[config.mk]
export PLATFORM = sky130hd
export DESIGN_NAME = two_axis_step_dir_generator_core
export DESIGN_NICKNAME = d
export VERILOG_FILES = /design/src/design/tasdg_pkg.sv /design/src/design/tasdg_in_reg.sv /design/src/design/tasdg_core.sv /design/src/design/two_axis_step_dir_generator_core.sv
export SDC_FILE = /design/constraint.sdc
export NUM_CORES = 1
export LEC_CHECK = 0
export ABC_CLOCK_PERIOD_IN_PS = 6400
export BUFFER_PORTS_ARGS = -buffer_cell sky130_fd_sc_hd__clkbuf_2
export CELL_PAD_IN_SITES_DETAIL_PLACEMENT = 0
export CELL_PAD_IN_SITES_GLOBAL_PLACEMENT = 1
export CORE_MARGIN = 2
export CORE_UTILIZATION = 48
export CTS_CLUSTER_SIZE = 10
export DETAILED_ROUTE_END_ITERATION = 7
export PLACE_DENSITY = 0.8
export SYNTH_ARGS = -nofsm -noshare
export SYNTH_HDL_FRONTEND = slang
export SYNTH_SLANG_ARGS = --single-unit
export TNS_END_PERCENT = 100
[constraint.sdc]
create_clock -name clk -period 6.4 [get_ports clk]
set_clock_uncertainty 0.2 [all_clocks]
set_input_delay 1.28 -clock clk [delete_from_list [all_inputs] [get_ports clk]]
set_output_delay 1.28 -clock clk [all_outputs]
set_load 0.02 [all_outputs]
[src/design/tasdg_pkg.sv]
`timescale 1ns / 1ps

package tasdg_pkg;

	// Request codes (code 3 is unused and behaves as a tick)
	localparam logic [1:0] REQ_TICK = 2'd0;
	localparam logic [1:0] REQ_MOVE = 2'd1;
	localparam logic [1:0] REQ_SET  = 2'd2;

	// Result status codes
	localparam logic [1:0] ST_TICK     = 2'd0;
	localparam logic [1:0] ST_ACCEPTED = 2'd1;
	localparam logic [1:0] ST_BUSY     = 2'd2;
	localparam logic [1:0] ST_NOT_RDY  = 2'd3;

	// Configuration register indexes
	localparam logic [1:0] CFG_DRIVER_READY = 2'd0;
	localparam logic [1:0] CFG_PULSE_HIGH   = 2'd1;
	localparam logic [1:0] CFG_STEP_PERIOD  = 2'd2;
	localparam logic [1:0] CFG_DIR_SETUP    = 2'd3;

	localparam int CFG_IDX_W   = 2;
	localparam int CFG_DATA_W  = 20;
	localparam int TICKS_W     = 16;
	localparam int TIMER_W     = 20;
	localparam int VALUE_W     = 32;

	// Register reset values
	localparam logic [TICKS_W-1:0] PULSE_HIGH_RST  = 16'd20;
	localparam logic [TICKS_W-1:0] STEP_PERIOD_RST = 16'd1000;
	localparam logic [TIMER_W-1:0] DIR_SETUP_RST   = 20'd5000;

	typedef enum logic [2:0] {
		PH_IDLE       = 3'd0,
		PH_PAN_SETUP  = 3'd1,
		PH_PAN_HIGH   = 3'd2,
		PH_PAN_LOW    = 3'd3,
		PH_TILT_SETUP = 3'd4,
		PH_TILT_HIGH  = 3'd5,
		PH_TILT_LOW   = 3'd6
	} phase_t;

	typedef struct packed {
		logic [1:0]         req_type;
		logic [VALUE_W-1:0] pan_value;
		logic [VALUE_W-1:0] tilt_value;
	} item_t;

	typedef struct packed {
		logic               step_pan_out;
		logic               dir_pan_out;
		logic               step_tilt_out;
		logic               dir_tilt_out;
		logic               busy_res;
		logic               done_res;
		logic [1:0]         status;
		logic [VALUE_W-1:0] pan_position;
		logic [VALUE_W-1:0] tilt_position;
	} result_t;

endpackage

[src/design/tasdg_in_reg.sv]
`timescale 1ns / 1ps

module tasdg_in_reg import tasdg_pkg::*; (
	input  logic  clk,
	input  logic  arst_n,
	input  logic  in_valid,
	output logic  in_ready,
	input  item_t in_item,
	output logic  item_valid,
	input  logic  item_take,
	output item_t item
);

	logic  valid_q;
	item_t item_s1;

	// Load when empty or when the held beat leaves this cycle
	assign in_ready   = !valid_q || item_take;
	assign item_valid = valid_q;
	assign item       = item_s1;

	always_ff @(posedge clk or negedge arst_n) begin
		if (!arst_n) begin
			valid_q <= 1'b0;
		end else if (in_valid && in_ready) begin
			valid_q <= 1'b1;
		end else if (item_take) begin
			valid_q <= 1'b0;
		end
	end

	always_ff @(posedge clk) begin
		if (in_valid && in_ready) begin
			item_s1 <= in_item;
		end
	end

endmodule

[src/design/tasdg_core.sv]
`timescale 1ns / 1ps

module tasdg_core import tasdg_pkg::*; #(
	parameter int POSITION_WIDTH = 32
) (
	input  logic                  clk,
	input  logic                  arst_n,
	input  logic                  cfg_wr_en,
	input  logic [CFG_IDX_W-1:0]  cfg_addr,
	input  logic [CFG_DATA_W-1:0] cfg_wdata,
	input  logic                  item_valid,
	output logic                  item_take,
	input  item_t                 item,
	output logic                  res_valid,
	input  logic                  res_ready,
	output result_t               res
);

	localparam int PW = POSITION_WIDTH;

	// Configuration registers
	logic               drv_ready_q;
	logic [TICKS_W-1:0] pulse_high_q;
	logic [TICKS_W-1:0] period_q;
	logic [TIMER_W-1:0] setup_q;

	// Move state
	phase_t               phase_q, phase_n;
	logic [TIMER_W-1:0]   timer_q, timer_n;
	logic [PW-1:0]        steps_q, steps_n;
	logic signed [PW-1:0] tgt_pan_q, tgt_pan_n;
	logic signed [PW-1:0] tgt_tilt_q, tgt_tilt_n;
	logic                 tilt_nz_q, tilt_nz_n;
	logic                 tilt_neg_q, tilt_neg_n;
	logic [PW-1:0]        tilt_mag_q, tilt_mag_n;
	logic signed [PW-1:0] pan_pos_q, pan_pos_n;
	logic signed [PW-1:0] tilt_pos_q, tilt_pos_n;
	logic [1:0]           dir_q, dir_n;

	logic    res_valid_q;
	result_t res_q;

	// Per-item decode and parallel delta arithmetic
	logic signed [VALUE_W-1:0] pv_in, tv_in;
	logic signed [PW-1:0]      pv, tv;
	logic                      is_set, is_cmd;
	logic signed [PW-1:0]      pan_d, pan_nd, tilt_d, tilt_nd;
	logic signed [PW-1:0]      pan_tgt, tilt_tgt;
	logic                      pan_nz, pan_neg, tilt_nz, tilt_neg;
	logic [PW-1:0]             pan_mag, tilt_mag, steps_dec;
	logic [TICKS_W-1:0]        high_len, low_len;

	logic       step_pan, step_tilt, done;
	logic [1:0] status;

	assign item_take = item_valid && (!res_valid_q || res_ready);
	assign res_valid = res_valid_q;
	assign res       = res_q;

	assign pv_in  = item.pan_value;
	assign tv_in  = item.tilt_value;
	assign pv     = PW'(pv_in);
	assign tv     = PW'(tv_in);
	assign is_set = (item.req_type == REQ_SET);
	assign is_cmd = (item.req_type == REQ_MOVE) || is_set;

	// Delta, negated delta and final target computed side by side
	assign pan_d    = is_set ? pv - pan_pos_q : pv;
	assign pan_nd   = is_set ? pan_pos_q - pv : -pv;
	assign pan_tgt  = is_set ? pv : pan_pos_q + pv;
	assign tilt_d   = is_set ? tv - tilt_pos_q : tv;
	assign tilt_nd  = is_set ? tilt_pos_q - tv : -tv;
	assign tilt_tgt = is_set ? tv : tilt_pos_q + tv;
	assign pan_nz   = (pan_d != '0);
	assign pan_neg  = pan_d[PW-1];
	assign pan_mag  = pan_neg ? pan_nd : pan_d;
	assign tilt_nz  = (tilt_d != '0);
	assign tilt_neg = tilt_d[PW-1];
	assign tilt_mag = tilt_neg ? tilt_nd : tilt_d;

	// Phase lengths
	assign high_len  = (pulse_high_q == '0) ? TICKS_W'(1) : pulse_high_q;
	assign low_len   = (period_q > high_len) ? period_q - high_len : TICKS_W'(1);
	assign steps_dec = (steps_q != '0) ? steps_q - PW'(1) : '0;

	// Next state and result fields
	always_comb begin
		phase_n    = phase_q;
		timer_n    = timer_q;
		steps_n    = steps_q;
		tgt_pan_n  = tgt_pan_q;
		tgt_tilt_n = tgt_tilt_q;
		tilt_nz_n  = tilt_nz_q;
		tilt_neg_n = tilt_neg_q;
		tilt_mag_n = tilt_mag_q;
		pan_pos_n  = pan_pos_q;
		tilt_pos_n = tilt_pos_q;
		dir_n      = dir_q;
		step_pan   = 1'b0;
		step_tilt  = 1'b0;
		done       = 1'b0;
		status     = ST_TICK;

		if (is_cmd) begin
			if (!drv_ready_q) begin
				status = ST_NOT_RDY;
			end else if (phase_q != PH_IDLE) begin
				status = ST_BUSY;
			end else begin
				status     = ST_ACCEPTED;
				tgt_pan_n  = pan_tgt;
				tgt_tilt_n = tilt_tgt;
				tilt_nz_n  = tilt_nz;
				tilt_neg_n = tilt_neg;
				tilt_mag_n = tilt_mag;
				if (pan_nz) begin
					dir_n[0] = !pan_neg;
					steps_n  = pan_mag;
					if (setup_q != '0) begin
						phase_n = PH_PAN_SETUP;
						timer_n = setup_q;
					end else begin
						phase_n = PH_PAN_HIGH;
						timer_n = TIMER_W'(high_len);
					end
				end else if (tilt_nz) begin
					dir_n[1] = !tilt_neg;
					steps_n  = tilt_mag;
					if (setup_q != '0) begin
						phase_n = PH_TILT_SETUP;
						timer_n = setup_q;
					end else begin
						phase_n = PH_TILT_HIGH;
						timer_n = TIMER_W'(high_len);
					end
				end else begin
					// Both deltas zero: done at once, positions unchanged
					done = 1'b1;
				end
			end
		end else if (phase_q != PH_IDLE) begin
			step_pan  = (phase_q == PH_PAN_HIGH);
			step_tilt = (phase_q == PH_TILT_HIGH);
			if (timer_q > TIMER_W'(1)) begin
				timer_n = timer_q - TIMER_W'(1);
			end else begin
				case (phase_q)
					PH_PAN_SETUP, PH_TILT_SETUP: begin
						phase_n = phase_t'(phase_q + 3'd1);
						timer_n = TIMER_W'(high_len);
					end
					PH_PAN_HIGH, PH_TILT_HIGH: begin
						phase_n = phase_t'(phase_q + 3'd1);
						timer_n = TIMER_W'(low_len);
					end
					PH_PAN_LOW, PH_TILT_LOW: begin
						steps_n = steps_dec;
						if (steps_dec != '0) begin
							phase_n = phase_t'(phase_q - 3'd1);
							timer_n = TIMER_W'(high_len);
						end else if (phase_q == PH_PAN_LOW && tilt_nz_q) begin
							dir_n[1] = !tilt_neg_q;
							steps_n  = tilt_mag_q;
							if (setup_q != '0) begin
								phase_n = PH_TILT_SETUP;
								timer_n = setup_q;
							end else begin
								phase_n = PH_TILT_HIGH;
								timer_n = TIMER_W'(high_len);
							end
						end else begin
							// Move complete: commit positions
							pan_pos_n  = tgt_pan_q;
							tilt_pos_n = tgt_tilt_q;
							phase_n    = PH_IDLE;
							timer_n    = '0;
							steps_n    = '0;
							done       = 1'b1;
						end
					end
					default: begin
						phase_n = PH_IDLE;
						timer_n = '0;
					end
				endcase
			end
		end
	end

	// Configuration writes
	always_ff @(posedge clk or negedge arst_n) begin
		if (!arst_n) begin
			drv_ready_q  <= 1'b1;
			pulse_high_q <= PULSE_HIGH_RST;
			period_q     <= STEP_PERIOD_RST;
			setup_q      <= DIR_SETUP_RST;
		end else if (cfg_wr_en) begin
			case (cfg_addr)
				CFG_DRIVER_READY: drv_ready_q  <= cfg_wdata[0];
				CFG_PULSE_HIGH:   pulse_high_q <= cfg_wdata[TICKS_W-1:0];
				CFG_STEP_PERIOD:  period_q     <= cfg_wdata[TICKS_W-1:0];
				CFG_DIR_SETUP:    setup_q      <= cfg_wdata;
				default: ;
			endcase
		end
	end

	// Move state registers
	always_ff @(posedge clk or negedge arst_n) begin
		if (!arst_n) begin
			phase_q    <= PH_IDLE;
			timer_q    <= '0;
			steps_q    <= '0;
			tgt_pan_q  <= '0;
			tgt_tilt_q <= '0;
			tilt_nz_q  <= 1'b0;
			tilt_neg_q <= 1'b0;
			tilt_mag_q <= '0;
			pan_pos_q  <= '0;
			tilt_pos_q <= '0;
			dir_q      <= '0;
		end else if (item_take) begin
			phase_q    <= phase_n;
			timer_q    <= timer_n;
			steps_q    <= steps_n;
			tgt_pan_q  <= tgt_pan_n;
			tgt_tilt_q <= tgt_tilt_n;
			tilt_nz_q  <= tilt_nz_n;
			tilt_neg_q <= tilt_neg_n;
			tilt_mag_q <= tilt_mag_n;
			pan_pos_q  <= pan_pos_n;
			tilt_pos_q <= tilt_pos_n;
			dir_q      <= dir_n;
		end
	end

	// Result register
	always_ff @(posedge clk or negedge arst_n) begin
		if (!arst_n) begin
			res_valid_q <= 1'b0;
		end else if (item_take) begin
			res_valid_q <= 1'b1;
		end else if (res_ready) begin
			res_valid_q <= 1'b0;
		end
	end

	always_ff @(posedge clk) begin
		if (item_take) begin
			res_q.step_pan_out  <= step_pan;
			res_q.dir_pan_out   <= dir_n[0];
			res_q.step_tilt_out <= step_tilt;
			res_q.dir_tilt_out  <= dir_n[1];
			res_q.busy_res      <= (phase_n != PH_IDLE);
			res_q.done_res      <= done;
			res_q.status        <= status;
			res_q.pan_position  <= VALUE_W'(pan_pos_n);
			res_q.tilt_position <= VALUE_W'(tilt_pos_n);
		end
	end

	// Checks
	a_idle_timer_clear: assert property (@(posedge clk) disable iff (!arst_n)
		(phase_q == PH_IDLE) |-> (timer_q == '0))
		else $error("timer not clear while idle");

	a_done_not_busy: assert property (@(posedge clk) disable iff (!arst_n)
		(res_valid_q && res_q.done_res) |-> !res_q.busy_res)
		else $error("move reported done while still busy");

	a_one_step_axis: assert property (@(posedge clk) disable iff (!arst_n)
		res_valid_q |-> !(res_q.step_pan_out && res_q.step_tilt_out))
		else $error("both axes stepping at once");

	a_cmd_no_step: assert property (@(posedge clk) disable iff (!arst_n)
		(res_valid_q && res_q.status != ST_TICK)
			|-> (!res_q.step_pan_out && !res_q.step_tilt_out))
		else $error("step pulse on a command beat");

	a_pos_only_on_done: assert property (@(posedge clk) disable iff (!arst_n)
		!(item_take && done) |=> ($stable(pan_pos_q) && $stable(tilt_pos_q)))
		else $error("position changed without move completion");

endmodule

[src/design/two_axis_step_dir_generator_core.sv]
`timescale 1ns / 1ps

// Channel   Direction  Signals                         Content
// s_*       in         s_tvalid s_tready s_tdata s_tuser  tick or move/set command
// m_*       out        m_tvalid m_tready m_tdata m_tuser  output levels, status, positions
// cfg_*     in         cfg_wr_en cfg_addr cfg_wdata     register writes, no read-back
//
// Every beat (tick or command) is handled by the step engine;
// a new beat can be taken every clock while m does not stall, so one beat per cycle sustained.
// A beat passes the input register, then the result register, from s to m.
// A stall on m holds the result register; s_tready drops once the input
// register holds a beat.
// arst_n clears handshakes, move state and positions and restores register
// defaults; no clearing pass is needed.

module two_axis_step_dir_generator_core import tasdg_pkg::*; #(
	parameter int POSITION_WIDTH = 32
) (
	input  logic                  clk,
	input  logic                  arst_n,
	input  logic                  cfg_wr_en,
	input  logic [CFG_IDX_W-1:0]  cfg_addr,
	input  logic [CFG_DATA_W-1:0] cfg_wdata,
	input  logic                  s_tvalid,
	output logic                  s_tready,
	input  logic [63:0]           s_tdata,  // pan_value[31:0], tilt_value[63:32]
	input  logic [1:0]            s_tuser,  // req_type[1:0]
	output logic                  m_tvalid,
	input  logic                  m_tready,
	// step_pan_out[0], dir_pan_out[1], step_tilt_out[2], dir_tilt_out[3],
	// busy_res[4], done_res[5], pan_position[37:6], tilt_position[69:38], zero fill
	output logic [71:0]           m_tdata,
	output logic [1:0]            m_tuser   // status[1:0]
);

	item_t   in_item, item;
	logic    item_valid, item_take;
	result_t res;

	assign in_item.req_type   = s_tuser;
	assign in_item.pan_value  = s_tdata[31:0];
	assign in_item.tilt_value = s_tdata[63:32];

	tasdg_in_reg u_in_reg (
		.clk        (clk),
		.arst_n     (arst_n),
		.in_valid   (s_tvalid),
		.in_ready   (s_tready),
		.in_item    (in_item),
		.item_valid (item_valid),
		.item_take  (item_take),
		.item       (item)
	);

	tasdg_core #(
		.POSITION_WIDTH (POSITION_WIDTH)
	) u_core (
		.clk        (clk),
		.arst_n     (arst_n),
		.cfg_wr_en  (cfg_wr_en),
		.cfg_addr   (cfg_addr),
		.cfg_wdata  (cfg_wdata),
		.item_valid (item_valid),
		.item_take  (item_take),
		.item       (item),
		.res_valid  (m_tvalid),
		.res_ready  (m_tready),
		.res        (res)
	);

	// Result beat packing
	assign m_tdata = {2'b00, res.tilt_position, res.pan_position, res.done_res, res.busy_res,
		res.dir_tilt_out, res.step_tilt_out, res.dir_pan_out, res.step_pan_out};
	assign m_tuser = res.status;

endmodule

==> results.sh, run 1 <==
export IMPL_dr_pass1_iters=6
export IMPL_cts_htree_levels=2
export IMPL_drc=0
export IMPL_crit_buf_inv=2
export IMPL_start_util_pct=48.6
export IMPL_powerDensity_nw_per_um2=377
export IMPL_path_cells="inv_1, ha_1, fa_1, nand2b_1, a21oi_1, o31ai_1, or4_1, a211oi_1, nand4b_1, or4_1, nor4b_1, and4_1, a21oi_1, o21a_1, buf_4, mux2_1"
export IMPL_cts_clk_slew_worst_paths_ps=60
export IMPL_cts_tree="built"
export IMPL_hp_class="flop to flop"
export IMPL_dp_hpwl_um=76400
export IMPL_yosysSeqAreaShare_pct=33.7
export IMPL_slowest_delay_ps=620
export IMPL_grt_pass1_wl_um=162000
export IMPL_die_h_um=265
export IMPL_path_max_fanout=32
export IMPL_ir_drop_mv=0.229
export IMPL_fin_crit_sh_pct=94.3
export IMPL_avgViaCountPerCell=6.00
export IMPL_synthArstFlopShare_pct=66.5
export IMPL_cts_root_buf="clkbuf_16"
export IMPL_max_slew_margin_pct=18.1
export IMPL_synthCells=3871
export IMPL_row_count=95
export IMPL_clock_latency_ps=620
export IMPL_post_synth_cell_area_avg_sq_um=8.44
export IMPL_synth_top_area_share_pct=19.9
export IMPL_cts_buffers=49
export IMPL_power_leakage_nw=15.1
export IMPL_path_delay_family="simple AND/OR/NAND/NOR gates"
export IMPL_synth_edff_count=138
export IMPL_grt_overflow_total=0
export IMPL_hold_violations=0
export IMPL_synth_area_leaders="dfrtp_1, edfxtp_1, ha_1"
export IMPL_synth_top_area_cell="dfrtp_1"
export IMPL_io_buffer_count=166
export IMPL_r2r_end="u_core.steps_q[3]$_DFFE_PN0P_"
export IMPL_areaGrowthSynthToFinish_pct=9.79
export IMPL_hp_start="u_core.tgt_tilt_q[26]$_DFFE_PN0P_"
export IMPL_antenna_cells=0
export IMPL_rr_worst_depth=16
export IMPL_finalSetupViolCount=0
export IMPL_die_x_um=265
export IMPL_status="finished, final reports clean"
export IMPL_grt_pass1_vias=28300
export IMPL_slowest_stage="or4_1"
export IMPL_cts_sinks=412
export IMPL_end_kind="flop"
export IMPL_wl_per_cell_um=21.1
export IMPL_gp_congestion=0.984
export IMPL_rrSetupSlack_ps=360
export IMPL_syn_area_sq_um=32700
export IMPL_layout_drive_gt1_share_pct=12.7
export IMPL_core_sq_um=67300
export IMPL_worstSetupStartpointType="flop"
export IMPL_hold_buffers=0
export IMPL_postCtsSetupBuffers=0
export IMPL_nets=4253
export IMPL_min_path_cells=2
export IMPL_hold_worst_slack_ps=260
export IMPL_worstReg2RegStart="u_in_reg.item[0]$_DFFE_PP_"
export IMPL_cts_buffer_depth=3
export IMPL_maxCapViolCount=0
export IMPL_die_area_sq_um=70200
export IMPL_worstPathRequired_ps=6680
export IMPL_ant_nets=0
export IMPL_rsz0062_at_grt="no"
export IMPL_holdPathEnd="u_core.tgt_tilt_q[26]$_DFFE_PN0P_"
export IMPL_grt_usage_pct=28.7
export IMPL_cp_arrival_ps=6320
export IMPL_vias=29100
export IMPL_ys_ff_latch=412
export IMPL_boundaryPins=169
export IMPL_max_clock_freq_mhz=166
export IMPL_synth_ff_type="dfrtp_1"
export IMPL_drt_total_wl_um=102000
export IMPL_fin_crit_ps=6040
export IMPL_maxSlewViolCount=0
export IMPL_power_total_w=0.0135
export IMPL_grt_max_degree=86
export IMPL_tightest_slew_ps=1220
export IMPL_critPathKind="flop to flop"
export IMPL_yosys_warnings=0
export IMPL_ys_types=89
export IMPL_drt_iter0_markers=2713
export IMPL_tns_ps=0
export IMPL_antenna_found_initial=0
-- how the worst max path moves through the flow --
stage | startpoint | to | slack [ps] | cells past startpoint
floorplan | u_in_reg.item[32]$_DFFE_PP_ | u_core.dir_q[1]$_DFFE_PN0P_ | 1130 | 17
global placement | u_in_reg.item[0]$_DFFE_PP_ | u_core.timer_q[14]$_DFFE_PN0P_ | 380 | 16
detailed placement | u_in_reg.item[32]$_DFFE_PP_ | u_core.timer_q[8]$_DFFE_PN0P_ | 360 | 17
CTS | u_in_reg.item[32]$_DFFE_PP_ | u_core.timer_q[8]$_DFFE_PN0P_ | 310 | 17
global route | u_in_reg.item[32]$_DFFE_PP_ | u_core.steps_q[3]$_DFFE_PN0P_ | 60 | 18
finish | u_in_reg.item[0]$_DFFE_PP_ | u_core.steps_q[3]$_DFFE_PN0P_ | 360 | 16
-- cells in the mapped netlist, drive strengths merged (32+ instances only) --
cell and count:
a211oi 52, a21o 51, a21oi 335, a31oi 46, buf 70, clkbuf 158, dfrtp 260, edfxtp 138
ha 213, inv 220, mux2 172, mux2i 40, nand2 414, nand2b 32, nand3 74, nor2 305
nor3 101, nor4 55, o211ai 38, o21a 34, o21ai 322, o21bai 38, or3 48, xnor2 199
xor2 40
-- flip-flops by register name, summed over array words and instances (netlist names) --
signal	count
u_core.tgt_tilt_q	32
u_core.timer_q	20
u_core.res_valid	1
u_core.tilt_neg_q	1
u_core.tilt_pos_q	32
u_core.tilt_nz_q	1
u_core.res	72
u_core.tgt_pan_q	32
u_core.drv_ready_q	1
u_in_reg.item	66
u_core.setup_q	20
u_core.tilt_mag_q	32
u_core.period_q	16
u_core.pulse_high_q	16
u_core.steps_q	32
u_in_reg.item_valid	1
u_core.phase_q	3
u_core.pan_pos_q	32
u_core.dir_q	2
-- routing by layer --
| metal | track usage (%) | vias up | routed length, um |
|---|---|---|---|
| met1 | 40.2 | 14100 | 46700 |
| met4 | 8.43 | 0 | 2780 |
| met3 | 3.86 | 147 | 5980 |
| met2 | 46.4 | 877 | 46700 |
| met5 | 0 | - | 0 |
| li1 | - | 14000 | - |
-- tightest hold or removal path, stage by stage (launching register included) --
cell	delay [ps]
dfrtp_1	330
nand2_1	50
nand2_1	50
-- metrics by stage --
stage                     utilization (%)  instances  cell area (sq um)  setup slack [ps]
after floorplan                         -       3872              32700              1130
after global placement               51.2       4762              34400               380
after detailed placement             51.2       4762              34400               363
after CTS                            53.3       4853              35900               307
after global routing                 53.3       4853              35900              64.3
final                                53.3       4853              35900               362
-- cells by family after synthesis --
family | Yosys count | synth area share (%)
fa+ha+maj | 220 | 8.58
other cells | 1 | 0.0115
xor+xnor | 239 | 6.40
simple gates | 1195 | 17.1
buf+inv | 455 | 5.37
compound gates | 1137 | 21.7
mux | 212 | 7.15
flops | 412 | 33.7
-- where the power goes --
| part | total [W] | switching [W] | internal [W] |
|---|---|---|---|
| Sequential | 0.00417 | 0.000689 | 0.00348 |
| Combinational | 0.00678 | 0.00413 | 0.00265 |
| Clock | 0.00260 | 0.00114 | 0.00146 |
-- what timing repair did --
item	in CTS	in global routing
resized for setup	0	3
endpoints found under the hold margin	0	0
setup endpoints to repair	0	48
-- placed cells by master, fill, tap and decap left out, types with 55 or more instances in the layout --
| master | Yosys | final |
|---|---|---|
| nand3_1 | 74 | 73 |
| o21ai_0 | 316 | 316 |
| buf_4 | 3 | 76 |
| edfxtp_1 | 138 | 138 |
| dfrtp_1 | 260 | 260 |
| a21oi_1 | 335 | 335 |
| nor4_1 | 55 | 55 |
| ha_1 | 213 | 212 |
| mux2_2 | 137 | 137 |
| xnor2_1 | 199 | 198 |
| nand2_1 | 414 | 413 |
| nor2_1 | 305 | 304 |
| nor3_1 | 101 | 101 |
| clkbuf_2 | 0 | 165 |
| inv_1 | 220 | 219 |
-- final cells by class --
class / instances / area, sq um
Clock buffer: 84 / 1380
Clock inverter: 7 / 65.1
Fill cell: 6502 / 31400
Inverter: 227 / 860
Multi-Input combinational cell: 3005 / 20000
Sequential cell: 412 / 11000
Tap cell: 873 / 1090
Timing Repair Buffer: 245 / 1470
Note: power is estimated with default switching activity, not from simulation.
==> run 2, diff against run 1 <==
ABC_CLOCK_PERIOD_IN_PS = 6300   (was 6400)
CORE_UTILIZATION = 49   (was 48)
CTS_BUF_LIST = sky130_fd_sc_hd__clkbuf_4   (was not set)
PLACE_DENSITY = 0.81   (was 0.8)
clock period = 6.3 ns   (was 6.4 ns; I/O delays follow)
==> run 2 against run 1 <==
  * Via count up 1.7%
  * Utilization up 1.5 points
  * First-iteration DRC count down 1.3%
  * Largest cell class unchanged
  * Largest power group unchanged
==> results.sh, run 2 (synthesis gave the netlist of run 1 again) <==
export IMPL_die_area_sq_um=68800
export IMPL_cts_sinks=412
export IMPL_dp_hpwl_um=76200
export IMPL_end_kind="flop"
export IMPL_clkPwrFrac_pct=18.5
export IMPL_hold_buffers=0
export IMPL_cts_htree_levels=3
export IMPL_maxCapViolCount=0
export IMPL_tightest_slew_ps=1190
export IMPL_worstPathRequired_ps=6960
export IMPL_final_cell_mix="nand2_1, a21oi_1, o21ai_0"
export IMPL_swShare_pct=44.8
export IMPL_nets=4337
export IMPL_core_sq_um=65900
export IMPL_grt_max_degree=127
export IMPL_cts_root_buf="clkbuf_4"
export IMPL_gp_congestion=0.941
export IMPL_cts_repair_resized=0
export IMPL_start_util_pct=49.6
export IMPL_largest_reg_flops=72
export IMPL_nFillCells=6329
export IMPL_rrSetupSlack_ps=440
export IMPL_max_slew_margin_pct=20.1
export IMPL_avgViaCountPerCell=5.93
export IMPL_tns_ps=0
export IMPL_cts_buffer_depth=3
export IMPL_power_frac_comb_pct=50.8
export IMPL_power_leakage_nw=15.4
export IMPL_die_h_um=262
export IMPL_drt_total_wl_um=103000
export IMPL_row_count=94
export IMPL_max_clock_freq_mhz=171
export IMPL_vias=29600
export IMPL_fin_crit_sh_pct=93.0
export IMPL_maxSlewViolCount=0
export IMPL_fin_crit_ps=5860
export IMPL_final_core_util_pct=54.9
export IMPL_areaGrowthSynthToFinish_pct=10.5
export IMPL_wl_per_cell_um=20.6
export IMPL_worstSetupStartpointType="flop"
export IMPL_io_buffer_count=166
export IMPL_boundaryPins=169
export IMPL_postCtsSetupBuffers=0
export IMPL_p_int_w=0.00758
export IMPL_drt_iter0_markers=2678
export IMPL_slowest_stage="or4b_4"
export IMPL_multi_input_area_sq_um=20000
export IMPL_regArea_sq_um=11000
export IMPL_die_x_um=262
export IMPL_hp_class="input port to asynchronous set/reset pin"
export IMPL_rsz0062_at_grt="no"
export IMPL_critPathKind="flop to flop"
export IMPL_ir_drop_mv=0.175
export IMPL_dr_pass1_iters=6
export IMPL_clock_latency_ps=970
export IMPL_path_cells="inv_1, ha_1, inv_1, fa_1, a211oi_2, o21ai_1, o21ai_1, o221ai_1, xnor2_1, a2111o_1, or4b_1, nor4_1, nand4_1, or4b_4, or3_4, or4_1, and3_1"
export IMPL_grt_pass1_wl_um=163000
export IMPL_finalSetupViolCount=0
export IMPL_grt_pass1_vias=28700
export IMPL_antenna_found_initial=2
export IMPL_cts_clk_slew_worst_paths_ps=70
export IMPL_cts_buffers=115
export IMPL_cp_arrival_ps=6510
export IMPL_drc=0
export IMPL_rr_worst_depth=17
export IMPL_final_common_cell="nand2_1"
export IMPL_status="finished, final reports clean"
export IMPL_ant_nets=0
export IMPL_grt_usage_pct=29.1
export IMPL_p_switching_w=0.00615
export IMPL_hold_violations=0
export IMPL_powerDensity_nw_per_um2=380
export IMPL_layout_drive_gt1_share_pct=15.9
export IMPL_path_max_fanout=5
export IMPL_power_frac_seq_pct=30.7
export IMPL_cts_tree="built"
export IMPL_slowest_delay_ps=700
export IMPL_grt_overflow_total=0
-- run 2: changes by cell type in the layout (fill, tap and decap cells not counted), sizes merged --
cell,change
clkinv,+35
diode,+4
clkbuf,+90
inv,+1
buf,+18
bufinv,+1
-- run 2: final timing paths --
kind / from / endpoint
hold reg to reg: u_core.tgt_pan_q[27]$_DFFE_PN0P_ / u_core.tgt_pan_q[27]$_DFFE_PN0P_
hold / removal: arst_n / u_core.tilt_pos_q[25]$_DFFE_PN0P_
min in group clk: u_core.tgt_pan_q[27]$_DFFE_PN0P_ / u_core.tgt_pan_q[27]$_DFFE_PN0P_
setup / recovery: u_in_reg.item[32]$_DFFE_PP_ / u_core.dir_q[1]$_DFFE_PN0P_
max in group asynchronous: arst_n / u_core.pan_pos_q[20]$_DFFE_PN0P_
setup reg to reg: u_in_reg.item[32]$_DFFE_PP_ / u_core.dir_q[1]$_DFFE_PN0P_
-- run 2: power groups by stage --
stage / combinational [W] / clock (W) / sequential, W
after floorplan: 0.00504 / 0 / 0.00409
after global placement: 0.00681 / 0 / 0.00424
after detailed placement: 0.00683 / 0 / 0.00425
after CTS: 0.00687 / 0.00261 / 0.00421
after global routing: 0.00769 / 0.00275 / 0.00432
final: 0.00697 / 0.00254 / 0.00422
-- run 2: critical path, delay by kind of cell (launching register included) --
| kind | cells | cell delay (ps) |
|---|---|---|
| compound gates | 5 | 1310 |
| xor+xnor | 1 | 190 |
| buf+inv | 2 | 190 |
| flops | 1 | 380 |
| fa+ha+maj | 2 | 690 |
| simple gates | 7 | 2820 |
-- run 2: routing by layer --
layer	GRT usage [%]	part of all wire, %	wire length (um)
met5	0	0	0
met4	7.45	2.4	2450
met3	3.77	5.0	5150
met2	47.1	46	47400
met1	41.2	47	47800
-- run 2: through the flow --
step	cells	hold WS [ps]	area [sq um]	worst slack, ps	total power [W]
finish	4993	235	36100	443	0.0137
floorplan	3872	235	32700	1030	0.00913
global route	4993	224	36100	115	0.0148
detailed placement	4771	262	34600	285	0.0111
CTS	4989	217	36100	273	0.0137
global placement	4771	249	34600	342	0.0110
-- run 2: layout make-up --
| cell class | instances | area share, % |
|---|---|---|
| multi-input cells | 3005 | 55.4 |
| flip-flops and latches | 412 | 30.5 |
| repair buffers | 263 | 4.48 |
| clock buffers | 174 | 3.62 |
| well taps | 864 | 2.99 |
| inverters | 227 | 2.38 |
| clock inverters | 44 | 0.616 |
| diodes | 4 | 0.0277 |
